[src/rtl/cle_pkg.sv]
// shared constants, codes and control types for the cursor list engine
package cle_pkg;

   localparam int NODES   = 1024;
   localparam int IDX_W   = $clog2(NODES);
   localparam int VAL_W   = 32;
   localparam int CNT_W   = 10;
   localparam int CMD_W   = 3;
   localparam int STAT_W  = 2;
   localparam int REQ_W   = 40;
   localparam int RSP_W   = 56;

   localparam logic [IDX_W:0] FRESH_LIMIT = (IDX_W + 1)'(NODES);
   localparam logic [IDX_W:0] FRESH_FIRST = (IDX_W + 1)'(1);
   localparam logic [IDX_W-1:0] HEADER_NODE = '0;

   typedef enum logic [CMD_W-1:0] {
      CMD_INSERT = 3'd0,
      CMD_REMOVE = 3'd1,
      CMD_NEXT   = 3'd2,
      CMD_PREV   = 3'd3,
      CMD_HOME   = 3'd4,
      CMD_COUNT  = 3'd5
   } cmd_type;

   typedef enum logic [STAT_W-1:0] {
      STAT_OK    = 2'd0,
      STAT_EMPTY = 2'd1,
      STAT_FULL  = 2'd2
   } stat_type;

   typedef enum logic [4:0] {
      ST_IDLE,
      ST_INS_FREE,
      ST_INS_CUR,
      ST_INS_WR,
      ST_INS_LINK,
      ST_REM_RD,
      ST_REM_NXT,
      ST_REM_WR1,
      ST_REM_WR2,
      ST_NEXT_RD,
      ST_NEXT_UPD,
      ST_PREV_START,
      ST_PREV_WALK,
      ST_HOME,
      ST_CNT_START,
      ST_CNT_WALK,
      ST_DONE
   } state_type;

   typedef enum logic [3:0] {
      OP_NOP,
      OP_LOAD,
      OP_INS_START,
      OP_INS_CUR,
      OP_INS_WR,
      OP_INS_LINK,
      OP_REM_RD,
      OP_REM_NXT,
      OP_REM_WR1,
      OP_REM_WR2,
      OP_NEXT_RD,
      OP_NEXT_UPD,
      OP_PREV_START,
      OP_PREV_STEP,
      OP_HOME,
      OP_CNT_STEP
   } dp_op_type;

   typedef struct packed {
      dp_op_type op;
      logic      rsp_load;
   } dp_cmd_type;

   typedef struct packed {
      logic full;
      logic link_null;
      logic cursor_header;
      logic cursor_tail;
      logic walk_stop;
   } dp_stat_type;

endpackage

[src/rtl/cle_controller.sv]
// command sequencer and result handshake for the cursor list engine
module cle_controller
   import cle_pkg::*;
(
   input  logic              clock,
   input  logic              reset,
   input  logic              req_tvalid,
   input  logic [CMD_W-1:0]  req_cmd,
   output logic              req_tready,
   output logic              rsp_tvalid,
   input  logic              rsp_tready,
   input  dp_stat_type       stat,
   output dp_cmd_type        cmd
);

   state_type state_ff, state_in;
   logic      rsp_valid_ff, rsp_valid_in;
   logic      rsp_free;

   assign rsp_free = !rsp_valid_ff || rsp_tready;

   always_comb begin
      state_in = state_ff;
      case (state_ff)
         ST_IDLE: begin
            if (req_tvalid) begin
               case (req_cmd)
                  CMD_INSERT: state_in = ST_INS_FREE;
                  CMD_REMOVE: state_in = ST_REM_RD;
                  CMD_NEXT:   state_in = ST_NEXT_RD;
                  CMD_PREV:   state_in = ST_PREV_START;
                  CMD_HOME:   state_in = ST_HOME;
                  CMD_COUNT:  state_in = ST_CNT_START;
                  default:    state_in = ST_DONE;
               endcase
            end
         end
         ST_INS_FREE:   state_in = stat.full ? ST_DONE : ST_INS_CUR;
         ST_INS_CUR:    state_in = ST_INS_WR;
         ST_INS_WR:     state_in = ST_INS_LINK;
         ST_INS_LINK:   state_in = ST_DONE;
         ST_REM_RD:     state_in = ST_REM_NXT;
         ST_REM_NXT:    state_in = stat.link_null ? ST_DONE : ST_REM_WR1;
         ST_REM_WR1:    state_in = ST_REM_WR2;
         ST_REM_WR2:    state_in = ST_DONE;
         ST_NEXT_RD:    state_in = stat.cursor_tail ? ST_DONE : ST_NEXT_UPD;
         ST_NEXT_UPD:   state_in = ST_DONE;
         ST_PREV_START: state_in = stat.cursor_header ? ST_DONE : ST_PREV_WALK;
         ST_PREV_WALK:  state_in = stat.walk_stop ? ST_DONE : ST_PREV_WALK;
         ST_HOME:       state_in = ST_DONE;
         ST_CNT_START:  state_in = ST_CNT_WALK;
         ST_CNT_WALK:   state_in = stat.link_null ? ST_DONE : ST_CNT_WALK;
         ST_DONE:       state_in = rsp_free ? ST_IDLE : ST_DONE;
         default:       state_in = ST_IDLE;
      endcase
   end

   always_comb begin
      cmd.op       = OP_NOP;
      cmd.rsp_load = 1'b0;
      req_tready   = 1'b0;
      case (state_ff)
         ST_IDLE: begin
            req_tready = 1'b1;
            if (req_tvalid) begin
               cmd.op = OP_LOAD;
            end
         end
         ST_INS_FREE: cmd.op = OP_INS_START;
         ST_INS_CUR:  cmd.op = OP_INS_CUR;
         ST_INS_WR:   cmd.op = OP_INS_WR;
         ST_INS_LINK: cmd.op = OP_INS_LINK;
         ST_REM_RD:   cmd.op = OP_REM_RD;
         ST_REM_NXT:  cmd.op = OP_REM_NXT;
         ST_REM_WR1:  cmd.op = OP_REM_WR1;
         ST_REM_WR2:  cmd.op = OP_REM_WR2;
         ST_NEXT_RD:  cmd.op = stat.cursor_tail ? OP_NOP : OP_NEXT_RD;
         ST_NEXT_UPD: cmd.op = OP_NEXT_UPD;
         ST_PREV_START: cmd.op = stat.cursor_header ? OP_NOP : OP_PREV_START;
         ST_PREV_WALK:  cmd.op = OP_PREV_STEP;
         ST_HOME:       cmd.op = OP_HOME;
         // the first walk step reads the header link
         ST_CNT_START:  cmd.op = OP_PREV_START;
         ST_CNT_WALK:   cmd.op = OP_CNT_STEP;
         ST_DONE:       cmd.rsp_load = rsp_free;
         default: begin
         end
      endcase
   end

   always_comb begin
      rsp_valid_in = rsp_valid_ff;
      if (cmd.rsp_load) begin
         rsp_valid_in = 1'b1;
      end else if (rsp_tready) begin
         rsp_valid_in = 1'b0;
      end
   end

   always_ff @(posedge clock) begin
      if (reset) begin
         state_ff     <= ST_IDLE;
         rsp_valid_ff <= 1'b0;
      end else begin
         state_ff     <= state_in;
         rsp_valid_ff <= rsp_valid_in;
      end
   end

   assign rsp_tvalid = rsp_valid_ff;

endmodule

[config.mk]
export PLATFORM = sky130hd
export DESIGN_NAME = cle_controller
export DESIGN_NICKNAME = d
export VERILOG_FILES = /design/src/rtl/cle_pkg.sv /design/src/rtl/cle_controller.sv
export SDC_FILE = /design/constraint.sdc
export NUM_CORES = 1
export LEC_CHECK = 0
export ABC_AREA = 1
export BUFFER_PORTS_ARGS = -buffer_cell sky130_fd_sc_hd__buf_4
export CORE_MARGIN = 4
export CORE_UTILIZATION = 39
export CTS_CLUSTER_SIZE = 30
export DETAILED_ROUTE_END_ITERATION = 7
export GPL_TIMING_DRIVEN = 0
export MAX_ROUTING_LAYER = met4
export PLACE_DENSITY_LB_ADDON = 0.08
export SYNTH_ARGS = -nofsm -noshare
export SYNTH_HDL_FRONTEND = slang
export SYNTH_SLANG_ARGS = --single-unit
[constraint.sdc]
create_clock -name clock -period 1.45 [get_ports clock]
set_input_delay 0.29 -clock clock [delete_from_list [all_inputs] [get_ports clock]]
set_output_delay 0.29 -clock clock [all_outputs]
set_load 0.005 [all_outputs]
# Word-level counts from Yosys, hierarchy flattened
# Index checks and enable logic that the tools add are counted.
# W data, S select, Z words.
dict set report word_totals {
  register_bits 6
  inputBits 12
  out_inout_bits 7
  elab_cells 48
}
dict set report classes {
  n_eq_ne 22
  muxes 18
  reduce_logical 6
}
# cell n
set ops {}
lappend ops {{$pmux W5 S14} 1}
lappend ops {{$pmux W4 S16} 1}
lappend ops {{$eq A5 B4 Y1 const B} 8}
lappend ops {{$mux W5} 8}
lappend ops {{$pmux W5 S6} 1}
lappend ops {{$eq A5 B3 Y1 const B} 4}
lappend ops {{$eq A5 B2 Y1 const B} 2}
lappend ops {{$mux W4} 2}
lappend ops {{$eq A3 B2 Y1 const B} 2}
lappend ops {{$eq A3 B3 Y1 const B} 2}
lappend ops {{$eq A5 B1 Y1 const B} 1}
lappend ops {{$eq A5 B5 Y1 const B} 1}
lappend ops {{$logic_not A5 Y1} 1}
lappend ops {{$mux W1} 5}
lappend ops {{$reduce_or A4 Y1} 1}
lappend ops {{$eq A3 B1 Y1 const B} 1}
lappend ops {{$logic_not A3 Y1} 1}
lappend ops {{$ne A2 B2 Y1 const B} 1}
lappend ops {{$reduce_bool A2 Y1} 1}
lappend ops {{$logic_not A1 Y1} 1}
lappend ops {{$logic_or A1 B1 Y1} 1}

# Depth between registers and ports, before layout
# Gate-level depths: netlist (run 1).
dict set report logic_depth {
  word_depth 4
  mapped_depth 10
  mapped_depth_nobuf 9
}

# Worst setup path after synthesis (run 1)
# Ideal clock, no wire load.
dict set report synth_path {
  path_kind {reg-to-output}
  start {register state_ff[3]}
  end {output cmd[2] (netlist name)}
  arrival_time_ps 989
  required_ps 1160
  setup_slack_ps 171
  stages_incl_launch_ff 7
  n_path_buf 0
  cell_sequence {dfxtp_1 > inv_1 > nor2_1 > nand2_1 > o211ai_1 > nor2_1 > nand4_1}
}
# element line_no
set synth_lines {}
lappend synth_lines {{start: declaration} cle_controller.sv:16} ;# state_type state_ff, state_in;
lappend synth_lines {{start signal: assignment} cle_controller.sv:105} ;# state_ff <= state_in;
lappend synth_lines {{end: declaration} cle_controller.sv:13} ;# output dp_cmd_type cmd

==> results.json, run 1 <==
{
  "place_area_sq_um": 870,
  "routed_wl_um": 2460,
  "ys_async_sr_fraction": 0,
  "max_stage_delay_ps": 350,
  "crit_arrival_ps": 1380,
  "max_freq_ghz": 0.599,
  "hold_end": "state_ff[3]",
  "root_buffer": "clkbuf_4",
  "synth_fp_nets": 141,
  "synth-seq-cells": 6,
  "fin_crit_ps": 1670,
  "io_pins": 19,
  "ant_nets": 0,
  "grt_max_degree": 10,
  "max-slew-margin-rel": 0.734,
  "hold_ws_ps": 242,
  "placed_cells": 172,
  "critical_path_peak_fanout": 9,
  "grt_usage": 0.181,
  "crit_slowest_cell": "dfxtp_4",
  "vias": 1002,
  "finalInstanceArea_sq_um": 1190,
  "yosysSeqAreaShare": 0.171,
  "synth_edf_count": 0,
  "status": "finished, violations left",
  "yosys.area_share.simple": 0.605,
  "reg2reg_depth": 12,
  "rsz0062_at_grt": "true",
  "via_per_inst": 5.04,
  "synth_common_cells": "nor2_1 (28), nand2_1 (27), inv_1 (19)",
  "hold_violations": 0,
  "syn_area_sq_um": 703,
  "yosys.area_share.adder": 0,
  "die_h_um": 50.5,
  "final_cells": 199,
  "grt-ovfl-total": 0,
  "yosysUniqueCellTypes": 20,
  "finish.net_count": 188,
  "worst_pin_slew_ps": 397,
  "path_cells": "buf_8, nor3_2, nand2_1, buf_4, nand4_1, buf_4",
  "ir_worst_vdd_mv": 1.60,
  "cts_tree": "yes",
  "dp_hpwl_um": 1560,
  "p_total_mw": 2.42,
  "gp_congestion": 0.889,
  "die_area_sq_um": 2550,
  "htree_levels": 1,
  "violations": "setup timing",
  "synthMuxAreaShare": 0,
  "reg2reg_slack_ps": -90,
  "antenna_found_initial": 0,
  "synth_compound_area_frac": 0.0747,
  "synth-xor-area-share": 0,
  "n_antenna_cell": 0,
  "yosysMostFrequentCell": "nor2_1",
  "post-route-util": 0.687,
  "syn2layout_area_growth_pct": 68.7,
  "critPathRequiredTime_ps": 1160,
  "end_kind": "output pin",
  "clock_sinks": 6,
  "cap_violations": 0,
  "yosysWarnings": 0,
  "r2r_end": "state_ff[4]",
  "static-leakage-power_nw": 0.630,
  "synth_top_flop_cell": "dfxtp_1",
  "synth_top_family_by_area": "simple AND/OR/NAND/NOR gates",
  "p_per_area_nw_per_um2": 2040,
  "worstSetupPathType": "register to output pin",
  "worstHoldStart": "reset",
  "pre_cts_ws_ps": -71.6,
  "clkLatencyLatePin_ps": 230,
  "synth.avg_cell_area_sq_um": 5.45,
  "fin_ws_ps": -220,
  "yosys.area.top_type": "dfxtp_1",
  "clkTransAtPathRegs_ps": 40,
  "maxSlewViolCount": 0,
  "drt_pass1_iterations": 4,
  "synth_cells": 129,
  "cts_inserted_buffers": 3,
  "die_x_um": 50.5,
  "nFillCells": 151,
  "fin_setup_tns_ps": -932,
  "setup_viol": 7,
  "portBuffers": 18,
  "cts.path.max_buffers": 2,
  "coreArea_sq_um": 1730,
  "drtIter0Drc": 24,
  "start_kind": "register",
  "period_share": 1.15,
  "grt_pass1_vias": 860,
  "wl_per_cell_um": 12.4,
  "cp_common_cell": "buf_4",
  "grt_pass1_wl_um": 3480,
  "skew_ps": 2.27,
  "drive_above_1_share": 0.471,
  "rows": 15,
  "r2r-start": "state_ff[0]",
  "yosys.area.top_type_share": 0.171,
  "start_util": 0.407,
  "hold_class": "primary input to register",
  "worstHoldPathCells": 2,
  "drcViolationCount": 0,
  "synth_area_leaders": "dfxtp_1 (17%), nor2_1 (15%), nand2_1 (14%), nand3_1 (13%), inv_1 (10%)"
}
[what timing repair did]
action	4_1_cts	5_1_grt
setup buffers	15	11
resized for setup	28	12
setup endpoints to repair	6	7
hold buffers	0	0
pin swaps	8	12
[layer usage]
| layer | GRT usage | part of all wire | up-vias |
|---|---|---|---|
| li1 | - | - | 506 |
| met1 | 0.207 | 0.40 | 459 |
| met2 | 0.317 | 0.54 | 33 |
| met3 | 0.0297 | 0.050 | 4 |
| met4 | 0.0628 | 0.010 | 0 |
| met5 | - | 0 | - |
[area by class of cell]
class                           instances  area [sq um]  area share
Timing Repair Buffer                   44           338       0.285
Sequential cell                         6           140       0.118
Clock buffer                            3          22.5      0.0190
Tap cell                               25          31.3      0.0264
Multi-Input combinational cell         99           556       0.468
Inverter                               21          83.8      0.0707
Buffer                                  1          15.0      0.0127
[cells by family after synthesis]
| kind of cell | after synthesis |
|---|---|
| compound gates | 8 |
| buf+inv | 24 |
| flops | 6 |
| simple gates | 91 |
[critical path: cells and delay by family (launching register included)]
family / cells / cell delay [ps]
buffers and inverters: 3 / 410
DFF: 1 / 350
and+or+nand+nor: 3 / 380
[layout by cell type (no fill, tap or decap)]
cell type,n
buf_4,42
nand2_1,23
nor2_1,22
inv_1,17
nand3_1,15
nor2_4,8
nand4_1,6
dfxtp_4,5
nor2_2,4
nand2_2,4
nand3_2,3
a21oi_1,3
clkbuf_4,3
inv_4,2
inv_2,2
nor3_2,2
o211ai_1,2
buf_6,2
or2_4,1
buf_8,1
a22oi_2,1
and3_1,1
o21ai_0,1
a41o_1,1
or2_2,1
nor3_1,1
dfxtp_2,1
[registers in the layout, summed over array words and instances, names as in the netlist]
signal,cells
state_ff,5
rsp_tvalid,1
[worst max-delay path by stage]
stage | start | end | depth (start not counted)
floorplan | state_ff[3] | cmd[2] | 6
global placement | state_ff[3] | cmd[2] | 7
detailed placement | state_ff[3] | cmd[2] | 7
CTS | state_ff[0] | cmd[2] | 7
global route | state_ff[0] | cmd[1] | 6
finish | state_ff[0] | cmd[1] | 6
[report_power, final]
part	switching, mW	internal, mW	leakage [nW]	total (mW)
sequential	0.159	0.263	0.0531	0.423
clock	0.0505	0.0930	0.0138	0.143
combinational	0.898	0.955	0.563	1.85
total	1.11	1.31	0.630	2.42
Note: power is estimated with default switching activity, not from simulation.
==> inputs of run 2 (changes only) <==
--- a/config.mk
+++ b/config.mk
@@ -6,7 +6,8 @@
 export NUM_CORES = 1
 export LEC_CHECK = 0
 export ABC_AREA = 1
-export BUFFER_PORTS_ARGS = -buffer_cell sky130_fd_sc_hd__buf_4
+export BUFFER_PORTS_ARGS = -buffer_cell sky130_fd_sc_hd__buf_2
+export CAP_MARGIN = 20
 export CORE_MARGIN = 4
 export CORE_UTILIZATION = 39
 export CTS_CLUSTER_SIZE = 30
==> results.json, run 2 (synthesis results as in run 1) <==
{
  "grt_usage": 0.209,
  "die_area_sq_um": 2550,
  "cts_inserted_buffers": 3,
  "setup_viol": 6,
  "finalInstanceArea_sq_um": 1160,
  "fin_setup_tns_ps": -918,
  "crit_slowest_cell": "dfxtp_4",
  "coreArea_sq_um": 1730,
  "wl_per_cell_um": 13.6,
  "top_register": "state_ff",
  "largest_register_ffs": 5,
  "layout_commonest_cell": "nor2_1",
  "cts.path.max_buffers": 2,
  "end_kind": "output pin",
  "critical_path_peak_fanout": 10,
  "clkTransAtPathRegs_ps": 40,
  "period_share": 1.17,
  "worst_pin_slew_ps": 250,
  "grt_pass1_vias": 967,
  "die_h_um": 50.5,
  "start_kind": "register",
  "antenna_found_initial": 0,
  "drive_above_1_share": 0.462,
  "ant_nets": 0,
  "ir_worst_vdd_mv": 1.59,
  "fin_crit_ps": 1700,
  "syn2layout_area_growth_pct": 65.5,
  "io_pins": 19,
  "holdBufCountCts": 0,
  "routed_wl_um": 2640,
  "gp_congestion": 0.888,
  "critPathTopFamily": "flip-flops",
  "dp_hpwl_um": 1570,
  "status": "finished, violations left",
  "drt_pass1_iterations": 4,
  "finish.net_count": 183,
  "clock_sinks": 6,
  "grt-ovfl-total": 0,
  "violations": "setup timing",
  "static-leakage-power_nw": 0.601,
  "hold_class": "primary input to register",
  "fin_ws_ps": -248,
  "pre_cts_ws_ps": -84.6,
  "skew_ps": 3.74,
  "post-route-util": 0.674,
  "maxSlewViolCount": 0,
  "vias": 995,
  "root_buffer": "clkbuf_4",
  "critPathRequiredTime_ps": 1160,
  "place_area_sq_um": 825,
  "max_stage_delay_ps": 360,
  "max_freq_ghz": 0.589,
  "portBuffers": 18,
  "n_antenna_cell": 0,
  "rows": 15,
  "rsz0062_at_grt": "true",
  "crit_arrival_ps": 1410,
  "drcViolationCount": 0,
  "cts_tree": "yes",
  "via_per_inst": 5.13,
  "start_util": 0.407,
  "final_cell_mix": "nor2_1 (25), nand2_1 (20), buf_4 (17), buf_2 (17), inv_1 (16)",
  "grt_pass1_wl_um": 3910,
  "clkLatencyLatePin_ps": 240,
  "p_per_area_nw_per_um2": 2150,
  "cap_violations": 0,
  "grt_max_degree": 11,
  "reg2reg_slack_ps": 0,
  "htree_levels": 1,
  "hold_violations": 0,
  "max-slew-margin-rel": 0.832,
  "cp_num_buf_inv": 2,
  "path_cells": "buf_12, nor2_4, nand2_2, o211ai_1, nor2_1, nand4_1, buf_2",
  "die_x_um": 50.5,
  "drtIter0Drc": 39,
  "worstSetupPathType": "register to output pin"
}
-- run 2: worst reg2reg max path, delay by kind of cell (launching register included) --
| kind | cells | cell delay, ps |
|---|---|---|
| buffers and inverters | 5 | 650 |
| flip-flops | 1 | 330 |
| AND/OR/NAND/NOR | 5 | 370 |
-- run 2: layout make-up --
class | instances | area, sq um
Multi-Input combinational cell | 99 | 582
Fill cell | 154 | 563
Timing Repair Buffer | 37 | 250
Sequential cell | 6 | 136
Inverter | 21 | 93.8
Buffer | 3 | 47.5
Tap cell | 25 | 31.3
Clock buffer | 3 | 22.5
-- run 2: power by group --
part | switching (mW) | internal (mW)
sequential | 0.114 | 0.255
combinational | 1.02 | 0.957
clock | 0.0563 | 0.0933
-- run 2: final timing paths --
path	cells after the start	from	end
max	7	state_ff[0]	cmd[2]
min reg2reg	3	rsp_tvalid	rsp_tvalid
max reg2reg	10	state_ff[4]	state_ff[2]
min	2	reset	state_ff[3]
-- run 2: repair_timing --
action	CTS	global route
setup endpoints to repair	6	8
resized for setup	36	15
buffers inserted	17	5
pin swaps	12	18
-- run 2: stage by stage --
stage	hold slack (ps)	instances	power [mW]
after CTS	251	192	2.22
final	258	194	2.50
after detailed placement	520	172	1.44
after global routing	254	194	2.66
after floorplan	359	129	1.11
after global placement	519	172	1.44
-- run 2: per-layer routing --
layer / global-route usage / up-vias / share of wire
met2: 0.385 / 32 / 0.53
met1: 0.196 / 458 / 0.41
li1: - / 497 / -
met5: - / - / 0
met4: 0.143 / 0 / 0.021
met3: 0.0356 / 8 / 0.033
==> inputs of run 3 (changes only) <==
--- a/config.mk
+++ b/config.mk
@@ -15,6 +15,8 @@
 export GPL_TIMING_DRIVEN = 0
 export MAX_ROUTING_LAYER = met4
 export PLACE_DENSITY_LB_ADDON = 0.08
+export REMOVE_ABC_BUFFERS = 1
+export SETUP_SLACK_MARGIN = 0.1
 export SYNTH_ARGS = -nofsm -noshare
 export SYNTH_HDL_FRONTEND = slang
 export SYNTH_SLANG_ARGS = --single-unit
==> results.json, run 3 (synthesis results as in run 1) <==
{
  "status": "finished, violations left",
  "violations": "setup timing",
  "coreArea_sq_um": 1730,
  "skew_ps": 1.52,
  "worstHoldStart": "reset",
  "grt_pass1_vias": 953,
  "p_int_mw": 1.41,
  "grt-ovfl-total": 0,
  "p_per_area_nw_per_um2": 2180,
  "htree_levels": 1,
  "die_x_um": 50.5,
  "max_freq_ghz": 0.575,
  "maxSlewViolCount": 0,
  "rows": 15,
  "crit_arrival_ps": 1450,
  "n_antenna_cell": 0,
  "drtIter0Drc": 44,
  "vias": 1102,
  "critPathTopFamily": "simple AND/OR/NAND/NOR gates",
  "start_util": 0.407,
  "die_area_sq_um": 2550,
  "final_cell_mix": "nand2_1 (21), buf_4 (21), nor2_1 (19)",
  "cts_inserted_buffers": 3,
  "r2r-start": "state_ff[4]",
  "max_stage_delay_ps": 390,
  "end_kind": "output pin",
  "period_share": 1.20,
  "finalInstanceArea_sq_um": 1230,
  "via_per_inst": 5.48,
  "power_frac_clock": 0.057,
  "die_h_um": 50.5,
  "top_register": "state_ff",
  "start_kind": "register",
  "final_cells": 201,
  "routed_wl_um": 3000,
  "max-slew-margin-rel": 0.808,
  "cp_common_cell": "nor2_2",
  "place_area_sq_um": 798,
  "drive_above_1_share": 0.557,
  "portBuffers": 18,
  "clkLatencyLatePin_ps": 250,
  "io_pins": 19,
  "rsz0062_at_grt": "true",
  "gp_congestion": 0.957,
  "netSwitchingFraction": 0.475,
  "critical_path_peak_fanout": 7,
  "holdBufCountCts": 0,
  "cts_tree": "yes",
  "seq_power_share": 0.165,
  "grt_max_degree": 9,
  "p_sw_mw": 1.27,
  "clkTransAtPathRegs_ps": 40,
  "crit_start": "state_ff[4]",
  "clock_sinks": 6,
  "hold_violations": 0,
  "largest_register_ffs": 5,
  "cap_violations": 0,
  "worstSetupPathType": "register to output pin",
  "cts.path.max_buffers": 2,
  "ir_worst_vdd_mv": 1.37,
  "fin_setup_tns_ps": -1210,
  "worst_pin_slew_ps": 287,
  "drt_pass1_iterations": 4,
  "critPathRequiredTime_ps": 1160,
  "grt_pass1_wl_um": 4060,
  "drcViolationCount": 0,
  "fin_ws_ps": -288,
  "grt_usage": 0.219,
  "placed_cells": 169,
  "syn2layout_area_growth_pct": 74.4,
  "crit_slowest_cell": "dfxtp_4",
  "static-leakage-power_nw": 0.642,
  "finish.net_count": 190,
  "setup_viol": 9,
  "wl_per_cell_um": 14.9,
  "root_buffer": "clkbuf_4",
  "comb_power_share": 0.778,
  "antenna_found_initial": 0,
  "path_cells": "nor2_2, nand2_2, o211ai_1, nor2_2, nand4_1, buf_2",
  "dp_hpwl_um": 1590,
  "hold_class": "primary input to register",
  "cp_num_buf_inv": 1,
  "ant_nets": 0,
  "fin_crit_ps": 1740
}
run 3: cell type report:
| cell class | count | area [sq um] |
|---|---|---|
| Clock buffer | 3 | 22.5 |
| Fill cell | 131 | 500 |
| Inverter | 21 | 86.3 |
| Multi-Input combinational cell | 99 | 603 |
| Sequential cell | 6 | 139 |
| Tap cell | 25 | 31.3 |
| Timing Repair Buffer | 47 | 344 |
run 3: final timing paths:
path / endpoint / cells after the start / slack [ps]
worst min-delay path: state_ff[2] / 2 / 250
worst max-delay path: cmd[2] / 6 / -290
worst min register to register: rsp_tvalid / 3 / 570
worst max register to register: state_ff[1] / 13 / -70
run 3: through the flow:
stage	setup WS, ps	hold slack (ps)	utilization	power [mW]
floorplan	76.6	359	-	1.05
global placement	-212	516	0.462	1.38
detailed placement	-211	524	0.462	1.37
CTS	-171	247	0.613	2.15
global route	-337	257	0.710	2.83
finish	-288	247	0.710	2.68
run 3: worst register-to-register path, cell delays in order, from the launching register on:
cell	delay, ps
dfxtp_4	430
nor2_4	80
nand2_2	70
inv_2	50
nand3_4	80
nand2_4	60
buf_4	130
buf_6	100
buf_6	100
buf_6	100
inv_2	30
nand2_1	40
nor2_1	80
nor2_1	40
run 3: timing repair:
item / CTS / global route
endpoints found under the setup margin: 11 / 11
gates resized for setup: 31 / 29
pin swaps: 13 / 9
setup buffers: 22 / 11
run 3: power by group through the flow:
stage	Combinational (mW)	Clock (mW)	Sequential [mW]
floorplan	0.711	0	0.338
global placement	1.01	0	0.361
detailed placement	1.01	0	0.362
CTS	1.57	0.164	0.410
global route	2.21	0.170	0.447
finish	2.08	0.154	0.441
run 3: per-layer routing:
metal  GRT usage  share of wire  wire (um)  vias up
met2       0.378           0.50       1500       74
met5           -              0          0        -
met3      0.0208          0.075        225       21
met1       0.229           0.36       1070      490
met4       0.166          0.067        201        0
li1            -              -          -      517
